[src/rtl/escaped_token_extractor_macros.svh]
// ----------------------------------------------------------------------------
// Escaped token extractor assertion macros
// Short forms for the concurrent checks of the token extractor.
// ----------------------------------------------------------------------------
`ifndef ESCAPED_TOKEN_EXTRACTOR_MACROS_SVH
`define ESCAPED_TOKEN_EXTRACTOR_MACROS_SVH

// same-cycle implication, off during reset
`define ETE_ASSERT_IMP(label, clk, rst_n, ante, cons) \
  label: assert property (@(posedge clk) disable iff (!rst_n) (ante) |-> (cons)) \
    else $error("token extractor check failed");

// next-cycle implication, off during reset
`define ETE_ASSERT_NXT(label, clk, rst_n, ante, cons) \
  label: assert property (@(posedge clk) disable iff (!rst_n) (ante) |=> (cons)) \
    else $error("token extractor check failed");

`endif

[src/rtl/ete_pkg.sv]
// ----------------------------------------------------------------------------
// Escaped token extractor package
// Shared types, character codes, phase codes and decode helpers.
// ----------------------------------------------------------------------------
package ete_pkg;

  localparam int unsigned MAX_TOKEN   = 255;
  localparam int unsigned TOKEN_LIMIT = (MAX_TOKEN > 255) ? 255 : MAX_TOKEN;
  localparam logic [7:0]  TOKEN_LIM_B = 8'(TOKEN_LIMIT);

  // result queue
  localparam int unsigned RES_DEPTH = 4;
  localparam int unsigned RES_PTR_W = $clog2(RES_DEPTH);
  localparam int unsigned RES_CNT_W = $clog2(RES_DEPTH + 1);

  // scan phases
  localparam logic [2:0] PH_NORMAL = 3'd0;
  localparam logic [2:0] PH_ESC    = 3'd1;
  localparam logic [2:0] PH_HEX1   = 3'd2;
  localparam logic [2:0] PH_HEX2   = 3'd3;
  localparam logic [2:0] PH_OCTZ   = 3'd4;
  localparam logic [2:0] PH_OCT2   = 3'd5;
  localparam logic [2:0] PH_OCT3   = 3'd6;

  // input characters
  localparam logic [7:0] CH_NUL    = 8'h00;
  localparam logic [7:0] CH_NL     = 8'h0a;
  localparam logic [7:0] CH_SPACE  = 8'h20;
  localparam logic [7:0] CH_QUOTE  = 8'h22;
  localparam logic [7:0] CH_BSLASH = 8'h5c;
  localparam logic [7:0] CH_D0     = 8'h30;
  localparam logic [7:0] CH_D1     = 8'h31;
  localparam logic [7:0] CH_D7     = 8'h37;
  localparam logic [7:0] CH_D9     = 8'h39;
  localparam logic [7:0] CH_LA     = 8'h61;
  localparam logic [7:0] CH_LB     = 8'h62;
  localparam logic [7:0] CH_LF     = 8'h66;
  localparam logic [7:0] CH_LN     = 8'h6e;
  localparam logic [7:0] CH_LR     = 8'h72;
  localparam logic [7:0] CH_LT     = 8'h74;
  localparam logic [7:0] CH_LV     = 8'h76;
  localparam logic [7:0] CH_LX     = 8'h78;
  localparam logic [7:0] CH_UA     = 8'h41;
  localparam logic [7:0] CH_UF     = 8'h46;

  // decoded letter escapes
  localparam logic [7:0] BY_NL  = 8'h0a;
  localparam logic [7:0] BY_TAB = 8'h09;
  localparam logic [7:0] BY_VT  = 8'h0b;
  localparam logic [7:0] BY_BS  = 8'h08;
  localparam logic [7:0] BY_CR  = 8'h0d;
  localparam logic [7:0] BY_FF  = 8'h0c;
  localparam logic [7:0] BY_BEL = 8'h07;

  typedef struct packed {
    logic [2:0]  phase;
    logic        in_quotes;
    logic [7:0]  emitted;
    logic [15:0] consumed;
    logic [7:0]  acc;
    logic        first_hex_valid;
    logic        overflow;
  } scan_state_t;

  typedef struct packed {
    logic [7:0]  out_byte;
    logic        byte_valid;
    logic        token_end;
    logic        bad_escape;
    logic        length_overflow;
    logic [7:0]  token_length;
    logic [15:0] next_position;
  } result_t;

  typedef struct packed {
    logic put;
    logic term;
    logic to_esc;
    logic flip_quote;
  } scan_act_t;

  typedef struct packed {
    result_t    r0;
    result_t    r1;
    logic [1:0] cnt;
  } step_out_t;

  // action for a byte seen outside any escape
  function automatic scan_act_t scan_normal(input logic [7:0] b, input logic esc,
                                            input logic [7:0] em, input logic q);
    scan_act_t a;
    a = '0;
    if (!esc) begin
      if (em == 8'd0 && b == CH_SPACE) begin
        a = '0;
      end else if (b == CH_SPACE || b == CH_NL || b == CH_NUL) begin
        a.term = 1'b1;
      end else begin
        a.put = 1'b1;
      end
    end else if (b == CH_BSLASH) begin
      a.to_esc = 1'b1;
    end else if (b == CH_QUOTE) begin
      a.flip_quote = 1'b1;
    end else if (em == 8'd0 && b == CH_SPACE) begin
      a = '0;
    end else if ((!q && (b == CH_SPACE || b == CH_NL)) || b == CH_NUL) begin
      a.term = 1'b1;
    end else begin
      a.put = 1'b1;
    end
    return a;
  endfunction

  // {valid, nibble}
  function automatic logic [4:0] hex_value(input logic [7:0] b);
    logic [4:0] r;
    case (b) inside
      [CH_D0:CH_D9]: r = {1'b1, b[3:0]};
      [CH_LA:CH_LF]: r = {1'b1, 4'(b[3:0] + 4'd9)};
      [CH_UA:CH_UF]: r = {1'b1, 4'(b[3:0] + 4'd9)};
      default:       r = 5'd0;
    endcase
    return r;
  endfunction

endpackage

[src/rtl/ete_step.sv]
// ----------------------------------------------------------------------------
// Escaped token extractor scan step
// Holds the scan state and decodes one byte into up to two result words.
// ----------------------------------------------------------------------------
module ete_step import ete_pkg::*; (
  input  logic        clk_i,
  input  logic        rst_ni,
  input  logic        fire_i,
  input  logic        esc_en_i,
  input  logic [7:0]  byte_i,
  input  logic [15:0] base_i,
  output step_out_t   out_o
);

  scan_state_t st_q, st_d, work;
  scan_act_t   act;
  result_t     main_res, zero_res;
  logic [15:0] cons_n;
  logic [7:0]  em_mid, put_val;
  logic [4:0]  hv;
  logic        pre_put, pre_ok, ovf_mid;
  logic        use_normal, do_put, put_ok, do_end, end_bad, end_extra;

  always_comb begin
    cons_n  = st_q.consumed + 16'd1;
    pre_put = esc_en_i && st_q.phase == PH_OCTZ && !(byte_i inside {[CH_D0:CH_D9]});
    pre_ok  = pre_put && st_q.emitted < TOKEN_LIM_B;
    em_mid  = st_q.emitted + {7'd0, pre_ok};
    ovf_mid = st_q.overflow | (pre_put & ~pre_ok);
    act     = scan_normal(byte_i, esc_en_i, em_mid, st_q.in_quotes);
    hv      = hex_value(byte_i);

    work          = st_q;
    work.consumed = cons_n;
    do_put    = 1'b0;
    put_val   = byte_i;
    do_end    = 1'b0;
    end_bad   = 1'b0;
    end_extra = 1'b0;
    use_normal = !esc_en_i || st_q.phase == PH_NORMAL || st_q.phase > PH_OCT3;

    if (use_normal) begin
      work.phase = PH_NORMAL;
    end else begin
      case (st_q.phase)
        PH_ESC: begin
          work.phase = PH_NORMAL;
          do_put     = 1'b1;
          case (byte_i) inside
            CH_LN:     put_val = BY_NL;
            CH_LT:     put_val = BY_TAB;
            CH_LV:     put_val = BY_VT;
            CH_LB:     put_val = BY_BS;
            CH_LR:     put_val = BY_CR;
            CH_LF:     put_val = BY_FF;
            CH_LA:     put_val = BY_BEL;
            CH_BSLASH: put_val = CH_BSLASH;
            CH_QUOTE:  put_val = CH_QUOTE;
            CH_SPACE:  do_put  = st_q.emitted != 8'd0;
            CH_LX: begin
              do_put               = 1'b0;
              work.acc             = 8'd0;
              work.first_hex_valid = 1'b0;
              work.phase           = PH_HEX1;
            end
            CH_D0: begin
              do_put     = 1'b0;
              work.acc   = 8'd0;
              work.phase = PH_OCTZ;
            end
            [CH_D1:CH_D7]: begin
              do_put     = 1'b0;
              work.acc   = {5'd0, byte_i[2:0]};
              work.phase = PH_OCT2;
            end
            default: begin
              do_put    = 1'b0;
              do_end    = 1'b1;
              end_bad   = 1'b1;
              end_extra = 1'b1;
            end
          endcase
        end
        PH_HEX1: begin
          if (byte_i == CH_NUL) begin
            do_end = 1'b1;
          end else begin
            work.first_hex_valid = hv[4];
            work.acc             = hv[4] ? {hv[3:0], 4'd0} : 8'd0;
            work.phase           = PH_HEX2;
          end
        end
        PH_HEX2: begin
          if (byte_i == CH_NUL) begin
            do_end = 1'b1;
          end else begin
            work.phase = PH_NORMAL;
            do_put     = st_q.first_hex_valid && hv[4];
            put_val    = st_q.acc | {4'd0, hv[3:0]};
          end
        end
        PH_OCTZ: begin
          if (byte_i inside {[CH_D0:CH_D9]}) begin
            work.acc   = {5'd0, byte_i[2:0]};
            work.phase = PH_OCT3;
          end else begin
            // zero byte already taken, rescan this byte as plain text
            work.phase = PH_NORMAL;
            use_normal = 1'b1;
          end
        end
        PH_OCT2: begin
          if (byte_i == CH_NUL) begin
            do_end = 1'b1;
          end else begin
            work.acc   = {st_q.acc[4:0], byte_i[2:0]};
            work.phase = PH_OCT3;
          end
        end
        default: begin
          if (byte_i == CH_NUL) begin
            do_end = 1'b1;
          end else begin
            work.phase = PH_NORMAL;
            do_put     = 1'b1;
            put_val    = {st_q.acc[4:0], byte_i[2:0]};
          end
        end
      endcase
    end

    if (use_normal) begin
      if (act.to_esc) work.phase = PH_ESC;
      work.in_quotes = st_q.in_quotes ^ act.flip_quote;
      do_put  = act.put;
      put_val = byte_i;
      do_end  = act.term;
    end

    put_ok = do_put && em_mid < TOKEN_LIM_B;

    main_res = '0;
    if (do_end) begin
      main_res.token_end       = 1'b1;
      main_res.bad_escape      = end_bad;
      main_res.length_overflow = ovf_mid;
      main_res.token_length    = em_mid;
      main_res.next_position   = base_i + cons_n + {15'd0, end_extra};
    end else begin
      main_res.out_byte   = put_val;
      main_res.byte_valid = 1'b1;
    end

    zero_res            = '0;
    zero_res.byte_valid = 1'b1;

    out_o.r0  = pre_ok ? zero_res : main_res;
    out_o.r1  = main_res;
    out_o.cnt = {1'b0, pre_ok} + {1'b0, put_ok | do_end};

    if (do_end) begin
      st_d = '0;
    end else begin
      st_d          = work;
      st_d.emitted  = em_mid + {7'd0, put_ok};
      st_d.overflow = ovf_mid | (do_put & ~put_ok);
    end
  end

  always_ff @(posedge clk_i or negedge rst_ni) begin
    if (!rst_ni) begin
      st_q <= '0;
    end else if (fire_i) begin
      st_q <= st_d;
    end
  end

endmodule

[src/rtl/ete_res_fifo.sv]
// ----------------------------------------------------------------------------
// Escaped token extractor result queue
// Small queue taking up to two result words a cycle, giving one.
// ----------------------------------------------------------------------------
module ete_res_fifo import ete_pkg::*; (
  input  logic                 clk_i,
  input  logic                 rst_ni,
  input  logic                 push_i,
  input  step_out_t            wr_i,
  input  logic                 pop_i,
  output result_t              rd_o,
  output logic                 rd_valid_o,
  output logic [RES_CNT_W-1:0] count_o
);

  result_t              mem_q [RES_DEPTH];
  logic [RES_PTR_W-1:0] wr_ptr_q, rd_ptr_q, wr_ptr_1;
  logic [RES_CNT_W-1:0] count_q, push_n;

  assign wr_ptr_1   = wr_ptr_q + RES_PTR_W'(1);
  assign push_n     = push_i ? RES_CNT_W'(wr_i.cnt) : '0;
  assign rd_o       = mem_q[rd_ptr_q];
  assign rd_valid_o = count_q != '0;
  assign count_o    = count_q;

  always_ff @(posedge clk_i) begin
    if (push_i && wr_i.cnt != 2'd0) mem_q[wr_ptr_q] <= wr_i.r0;
    if (push_i && wr_i.cnt == 2'd2) mem_q[wr_ptr_1] <= wr_i.r1;
  end

  always_ff @(posedge clk_i or negedge rst_ni) begin
    if (!rst_ni) begin
      wr_ptr_q <= '0;
      rd_ptr_q <= '0;
      count_q  <= '0;
    end else begin
      wr_ptr_q <= wr_ptr_q + RES_PTR_W'(push_n);
      if (pop_i) rd_ptr_q <= rd_ptr_q + RES_PTR_W'(1);
      count_q  <= count_q + push_n - (pop_i ? RES_CNT_W'(1) : '0);
    end
  end

endmodule

[src/rtl/escaped_token_extractor.sv]
// ----------------------------------------------------------------------------
// Escaped token extractor
// Streams text bytes and emits decoded token bytes followed by an end word.
// ----------------------------------------------------------------------------
// Takes one text byte per cycle. A byte is held in the input register, decoded
// combinationally against the scan state and its results written to a
// four-word result queue, so a result word appears only once the queue holds
// it. Most bytes give at most one word; a lone \0 escape followed by a token
// byte or delimiter gives two, which the queue absorbs. The input stalls while
// the queue holds more than two words, so the sustained rate is one byte per
// cycle as long as words are drained one per cycle.
`include "escaped_token_extractor_macros.svh"

module escaped_token_extractor import ete_pkg::*; (
  input  logic        clk_i,
  input  logic        rst_ni,
  input  logic        cfg_we_i,
  input  logic        cfg_wdata_i,
  input  logic        in_valid_i,
  output logic        in_stall_o,
  input  logic [7:0]  in_byte_i,
  input  logic [15:0] base_position_i,
  output logic        out_valid_o,
  input  logic        out_stall_i,
  output logic [7:0]  out_byte_o,
  output logic        byte_valid_o,
  output logic        token_end_o,
  output logic        bad_escape_o,
  output logic        length_overflow_o,
  output logic [7:0]  token_length_o,
  output logic [15:0] next_position_o
);

  logic                 esc_en_q;
  logic                 in_valid_q;
  logic [7:0]           byte_q;
  logic [15:0]          base_q;
  logic                 fire, load, pop;
  step_out_t            step_out;
  result_t              rd;
  logic [RES_CNT_W-1:0] count;

  // room for two words before taking a byte
  assign fire       = in_valid_q && count <= RES_CNT_W'(RES_DEPTH - 2);
  assign load       = !in_valid_q || fire;
  assign in_stall_o = in_valid_q && !fire;
  assign pop        = out_valid_o && !out_stall_i;

  always_ff @(posedge clk_i or negedge rst_ni) begin
    if (!rst_ni) begin
      esc_en_q   <= 1'b1;
      in_valid_q <= 1'b0;
    end else begin
      if (cfg_we_i) esc_en_q <= cfg_wdata_i;
      if (load) in_valid_q <= in_valid_i;
    end
  end

  always_ff @(posedge clk_i) begin
    if (load && in_valid_i) begin
      byte_q <= in_byte_i;
      base_q <= base_position_i;
    end
  end

  ete_step u_step (
    .clk_i    (clk_i),
    .rst_ni   (rst_ni),
    .fire_i   (fire),
    .esc_en_i (esc_en_q),
    .byte_i   (byte_q),
    .base_i   (base_q),
    .out_o    (step_out)
  );

  ete_res_fifo u_fifo (
    .clk_i      (clk_i),
    .rst_ni     (rst_ni),
    .push_i     (fire),
    .wr_i       (step_out),
    .pop_i      (pop),
    .rd_o       (rd),
    .rd_valid_o (out_valid_o),
    .count_o    (count)
  );

  assign out_byte_o        = rd.out_byte;
  assign byte_valid_o      = rd.byte_valid;
  assign token_end_o       = rd.token_end;
  assign bad_escape_o      = rd.bad_escape;
  assign length_overflow_o = rd.length_overflow;
  assign token_length_o    = rd.token_length;
  assign next_position_o   = rd.next_position;

  `ETE_ASSERT_IMP(a_queue_bound, clk_i, rst_ni, 1'b1, count <= RES_CNT_W'(RES_DEPTH))
  `ETE_ASSERT_IMP(a_end_no_byte, clk_i, rst_ni, out_valid_o && token_end_o, !byte_valid_o && out_byte_o == 8'd0)
  `ETE_ASSERT_IMP(a_byte_no_end, clk_i, rst_ni, out_valid_o && byte_valid_o, !token_end_o && token_length_o == 8'd0 && next_position_o == 16'd0)
  `ETE_ASSERT_NXT(a_push_count, clk_i, rst_ni, fire && !pop, count == $past(count) + RES_CNT_W'($past(step_out.cnt)))

endmodule
[config.mk]
export PLATFORM = sky130hd
export DESIGN_NAME = escaped_token_extractor
export DESIGN_NICKNAME = d
export VERILOG_FILES = /design/src/rtl/ete_pkg.sv /design/src/rtl/ete_step.sv /design/src/rtl/ete_res_fifo.sv /design/src/rtl/escaped_token_extractor.sv
export VERILOG_INCLUDE_DIRS = /design/src /design/src/rtl
export SDC_FILE = /design/constraint.sdc
export NUM_CORES = 1
export LEC_CHECK = 0
export ABC_CLOCK_PERIOD_IN_PS = 8500
export BUFFER_PORTS_ARGS = -buffer_cell sky130_fd_sc_hd__buf_2
export CORE_MARGIN = 3
export CORE_UTILIZATION = 62
export DETAILED_ROUTE_END_ITERATION = 8
export GPL_ROUTABILITY_DRIVEN = 0
export GPL_TIMING_DRIVEN = 0
export HOLD_SLACK_MARGIN = 0.03
export MAX_ROUTING_LAYER = met4
export PLACE_DENSITY_LB_ADDON = 0.1
export RECOVER_POWER = 50
export SYNTH_ARGS = -nofsm -noshare
export SYNTH_HDL_FRONTEND = slang
export SYNTH_HIERARCHICAL = 1
export SYNTH_SLANG_ARGS = --single-unit
[constraint.sdc]
create_clock -name clk_i -period 8.5 [get_ports clk_i]
set_input_delay 1.275 -clock clk_i [delete_from_list [all_inputs] [get_ports clk_i]]
set_output_delay 1.275 -clock clk_i [all_outputs]
set_load 0.005 [all_outputs]
=== Yosys cells after proc, flatten, opt, wreduce, memory -nomap -nowiden ===
Memory sizes are Yosys's and may differ from the RTL's.
Index checks and enable logic that the tools add are counted.

* Register bits: 71
* RAM bits: 144
* Output and inout bits: 38
* Word-level logic and storage cells: 253
* Memories: 1

* Add/sub/neg operators: 12
* Magnitude comparators: 12
* Equal/unequal tests: 35
* Mux-type cells: 128
* Bitwise operators: 9
* Reductions and logical operators: 42

{| class="wikitable"
|+ Memory list
! name !! depth !! bits a word !! rd ports !! clocked after memory_dff !! wr ports !! RTL line !! source
|-
| u_fifo.mem_q || 4 || 36 || 1 || 0 || 2 || ete_res_fifo.sv:16 || <nowiki>result_t mem_q [RES_DEPTH];</nowiki>
|}

{| class="wikitable"
|+ Operators with widths
! kind !! count
|-
| two-way mux 8 bit || 29
|-
| == test 8 x 7 -> 1 bit (second input constant) || 9
|-
| two-way mux 3 bit || 20
|-
| two-way mux 1 bit || 58
|-
| inequality test 3 x 2 -> 1 bit (second input constant) || 13
|-
| two-way mux 38 bit || 1
|-
| two-way mux 36 bit || 1
|-
| case mux 8 bit (4 select lines) || 1
|-
| two-way mux 27 bit || 1
|-
| two-way mux 9 bit || 3
|-
| == test 8 x 6 -> 1 bit (second input constant) || 3
|-
| case mux 8 bit (3 select lines) || 1
|-
| logical AND 1 bit || 17
|-
| AND reduction 17 bit || 1
|-
| adder 16 x 1 -> 16 bit || 1
|-
| adder 16 x 1 -> 16 bit (second input constant) || 1
|-
| adder 16 bit || 1
|-
| adder 8 x 1 -> 8 bit || 2
|-
| greater-or-equal comparator 8 x 6 -> 1 bit (second input constant) || 2
|-
| greater-or-equal comparator 8 x 7 -> 1 bit (second input constant) || 2
|-
| <= comparator 8 x 6 -> 1 bit (second input constant) || 2
|-
| <= comparator 8 x 7 -> 1 bit (second input constant) || 2
|-
| logical NOT 8 bit || 2
|-
| less-than comparator 8 bit (second input constant) || 2
|-
| other kinds (37) || 63
|}

=== Logic depth before layout (Yosys ltp) ===
* Word-level depth: 24
* Gate-level depth with buffers: 27

=== Hierarchy ===
The synthesis kept the hierarchy.

{| class="wikitable"
|+ Modules (own cells, without submodules)
! module !! instances !! cells each !! area an instance (µm²)
|-
| ete_res_fifo || 1 || 393 || 7443.4
|-
| ete_step || 1 || 643 || 4845.9
|-
| escaped_token_extractor || 1 || 34 || 827.0
|}

=== Least setup slack after synthesis ===
No wires, ideal clock.

* Kind: register -> register
* Start point: reg byte_q[0]
* End point: mem u_fifo/mem_q[1][0] (netlist bit), enable pin
* Library setup time: 0.429 ns
* Data arrival time: 6.400 ns
* Required time: 8.071 ns
* Setup slack: 1.671 ns
* Cell stages (with the launch flop): 25
* Buffers on the path: 5
* Period minus slack after synthesis: 6.829 ns
* Cell sequence: edfxtp_1 > buf_2 > inv_1 > ha_1 > o21bai_1 > a21oi_1 > or4_1 > nor2_1 > clkbuf_1 > ha_1 > ha_1 > buf_2 > nand3_1 > o21ai_0 > nand4_1 > nand4bb_1 > and3_4 > inv_2 > buf_6 > buf_6 > o21ai_0 > ha_1 > and2_1 > o21ai_0 > nor2_1

{| class="wikitable"
|+ RTL lines
! what !! RTL line !! source
|-
| start, declared || escaped_token_extractor.sv:36 || <nowiki>logic [7:0] byte_q;</nowiki>
|-
| start signal, assigned || escaped_token_extractor.sv:61 || <nowiki>byte_q <= in_byte_i;</nowiki>
|-
| end, declared || ete_res_fifo.sv:16 ||
|}

==> impl_results.md <==
* Status: finished with violations
* Most frequent cells after synthesis: edfxtp_1, mux2_2, nor2_1
* Via/cell ratio at 6.473
* Critical Path Max Stage Delay at 0.65 ns
* NetSw at 1.347 mW
* DRC Markers at 0
* Max VDD drop at 0.2149 mV
* Comb power frac at between 30% and 40%
* FFs w/ async S/R, synth at 21.86%
* Post-Syn Area at 13,120 sq um
* Number of global-route vias before repair at 9,165
* Most used cell along the critical path: ha_1
* WP data required at around 8.8 ns
* Clock Latency Late Sink at ~0.52 ns
* Antenna-violating nets left at 0
* Setup slack after layout at 0.4511 ns
* Cells after Synth at 1,070
* Layout cells sized above 1 at 28.61%
* Hold WS at 0.5012 ns
* Initial Util at 64.00%
* Distinct cell type count after synthesis at 78
* DR iter-0 viols at 1,094
* Total die area at 22,940 sq um
* Critical R2R Launch: byte_q[1]
* Synth-to-Final Area Change at 11.28%
* Setup bufs post-CTS at 0
* Drt wl/cell at 22.45 um
* Post-synth EDFFs at around 170
* FF+latch area at 6222 sq um
* CP Launch Type: register
* Via count at 9,425
* Top cell type's share of synthesized area at 38.46%
* Internal power at about 2.6 mW
* Worst setup EP type: register
* Area of the multi-input gates at around 6400 sq um
* Dpl ws at 0.5920 ns
* Pins Over Slew Limit at 48
* CTS tree: done
* Critical setup path kind: reg -> reg
* Syn nets at roughly 1,100
* Syn_area_per_cell at 12.26 sq um
* Largest net degree at the start of global routing at 48
* Max Buffers Root-to-Sink at 3
* Core Area at roughly 20,000 sq um
* Clock power frac at 25.9%
* Crit-path leading delay family: simple AND/OR/NAND/NOR gates
* Worst-path clk slew at 0.06 ns
* RSZ-0062 raised after global routing: no
* Final min period at 8.049 ns
* Sw frac at 34.47%
* Least-Margin Pin Slew at 2.850 ns
* Area leader, netlist: edfxtp_1
* Nets at 1,227
* Post-CTS Resized at 0
* Crit Reg-Reg Endpoint: u_fifo/mem_q[0][6]
* Number of synthesis warnings at 6
* Fill count at 1,470
* FF+latch count, synth at 215
* Initial antenna violation count at 1
* Worst hold path type: reg -> reg
* Top-count cell post-synth: edfxtp_1
* Worst Skew at ~0.01 ns
* Critical path arrival at 8.31 ns
* Worst reg-to-reg setup slack at ~0.45 ns
* Overall routed net length at 32,690 um
* Clk root buf: clkbuf_16
* Row cnt at 52
* Hold_sp: u_step/st_q[7]
* Primary FF master, synth: edfxtp_1
* Hold path cells at 1
* Max H-tree Level at 1
* Pleak at 5.591 nW
* Largest cells by area after synthesis: edfxtp_1, mux2_2, dfrtp_1
* Post-DP HPWL at 22,350 um
* Hold Fails Final Rpt at 0
* Final setup fails at 0
* Worst Path Buf+Inv at 7
* Max Clock Freq at 124.2 MHz
* Total power at between 3 and 4 mW
* Die height at about 150 um
* Num CTS Buffers at 24
* Fin cells at 1,456
* First-pass GRT wire length at 51,200 um
* Reg2Reg Depth at 24
* Worst-path cell chain: inv_1 -> ha_1 -> o21bai_1 -> a21oi_1 -> or4_1 -> nor2_1 -> clkbuf_1 -> ha_1 -> ha_1 -> buf_2 -> nand3_1 -> o21ai_0 -> nand4_1 -> nand4bb_1 -> and3_1 -> inv_2 -> buf_6 -> buf_6 -> o21ai_0 -> ha_1 -> nand3b_4 -> nor2_2 -> buf_2 -> mux2_2
* Die X at 151.5 um
* Drt pass-1 iters at 6
* IO Pins at approximately 70
* Failing checks: max-capacitance violations, max-slew violations
* Slew headroom at -89.98%
* Max_cap viols at 1
* Pwr per Cell Area at ~270 nW/um^2
* Final period util at 94.69%
* Worst Hold End: u_step/st_q[7]
* # hold bufs at CTS at 0
* Largest fanout on the critical path at 11
* Seq pwr share at 37.5%
* Total gr overflow at 0
* Dpl cells at 1,411
* IO buf count at 67
* GRT Total Usage at 29.63%
* Slowest-stage cell, CP: clkbuf_1
* Sequential element share of the synthesized area at 47.44%
* Clock sink count at 215
==> per-layer routing <==
layer / track usage (%) / vias to the layer above / share of wire (%)
li1: - / 4293 / -
met1: 40.95 / 4609 / 43
met2: 46.88 / 440 / 48
met3: 3.688 / 83 / 6.9
met4: 8.296 / 0 / 2.8
met5: - / - / 0
==> power by group through the flow <==
stage | Sequential [mW] | Clock, mW | Combinational [mW]
2_1_floorplan | 1.46 | 0 | 0.961
3_3_place_gp | 1.49 | 0 | 1.37
3_5_place_dp | 1.48 | 0 | 1.44
4_1_cts | 1.47 | 1.03 | 1.45
5_1_grt | 1.48 | 1.07 | 1.55
6_report | 1.46 | 1.01 | 1.43
==> flip-flops by register name, summed over array words and instances, names as in the netlist <==
signal           count
u_fifo/wr_ptr_q      2
base_q              16
u_fifo/count_o       3
u_step/st_q         38
in_valid_q           1
u_fifo/mem_q       144
byte_q               8
esc_en_q             1
u_fifo/rd_ptr_q      2
==> metrics by stage <==
| step | TNS [ns] | utilization [%] | instance area [sq um] |
|---|---|---|---|
| after floorplan | 0 | - | 13120 |
| after global placement | -73.31 | 67.28 | 13790 |
| after detailed placement | 0 | 67.83 | 13900 |
| after CTS | 0 | 71.57 | 14670 |
| after global routing | 0 | 71.21 | 14600 |
| final | 0 | 71.21 | 14600 |
==> how the worst max path moves through the flow <==
stage / end / depth (start not counted) / slack (ns) / start
3_3_place_gp: u_fifo/mem_q[3][9] / 23 / -1.08 / byte_q[1]
4_1_cts: u_fifo/mem_q[3][27] / 24 / 0.60 / byte_q[1]
5_1_grt: u_fifo/mem_q[3][27] / 24 / 0.07 / byte_q[1]
2_1_floorplan: u_fifo/mem_q[1][0] / 24 / 1.67 / byte_q[0]
6_report: u_fifo/mem_q[0][6] / 24 / 0.45 / byte_q[1]
3_5_place_dp: u_fifo/mem_q[0][6] / 24 / 0.59 / byte_q[1]
==> kinds of logic after synthesis <==
kind of cell | count (synthesis) | synth area share (%)
and+or+nand+nor | 306 | 12.54
adders and majority gates | 30 | 3.033
muxes | 186 | 19.90
AOI/OAI and AO/OA | 197 | 10.43
xor gates and xnor gates | 45 | 3.005
DFF | 215 | 47.44
buffers and inverters | 91 | 3.653
==> placed cells by master (no fill, tap or decap), types with 17 or more instances in the layout <==
cell and count:
a21o_1 17, a21oi_1 38, buf_2 71, clkbuf_1 55
clkbuf_16 24, dfrtp_1 46, edfxtp_1 168, ha_1 27
inv_1 21, mux2_2 116, mux2_4 30, mux4_2 36
nand2_1 57, nand3_1 28, nor2_1 72, nor2_2 22
nor3_1 24, o21ai_0 40, xnor2_1 27, xor2_1 18
==> layout make-up <==
class	count	share of cell area (%)
Multi-Input combinational cell	764	43.97
Sequential cell	215	42.63
Clock buffer	34	4.509
Timing Repair Buffer	71	2.683
Buffer	67	2.503
Tap cell	270	2.315
Clock inverter	10	0.7372
Inverter	24	0.6344
Antenna cell	1	0.01715
Power figures use the tool's default switching activity.
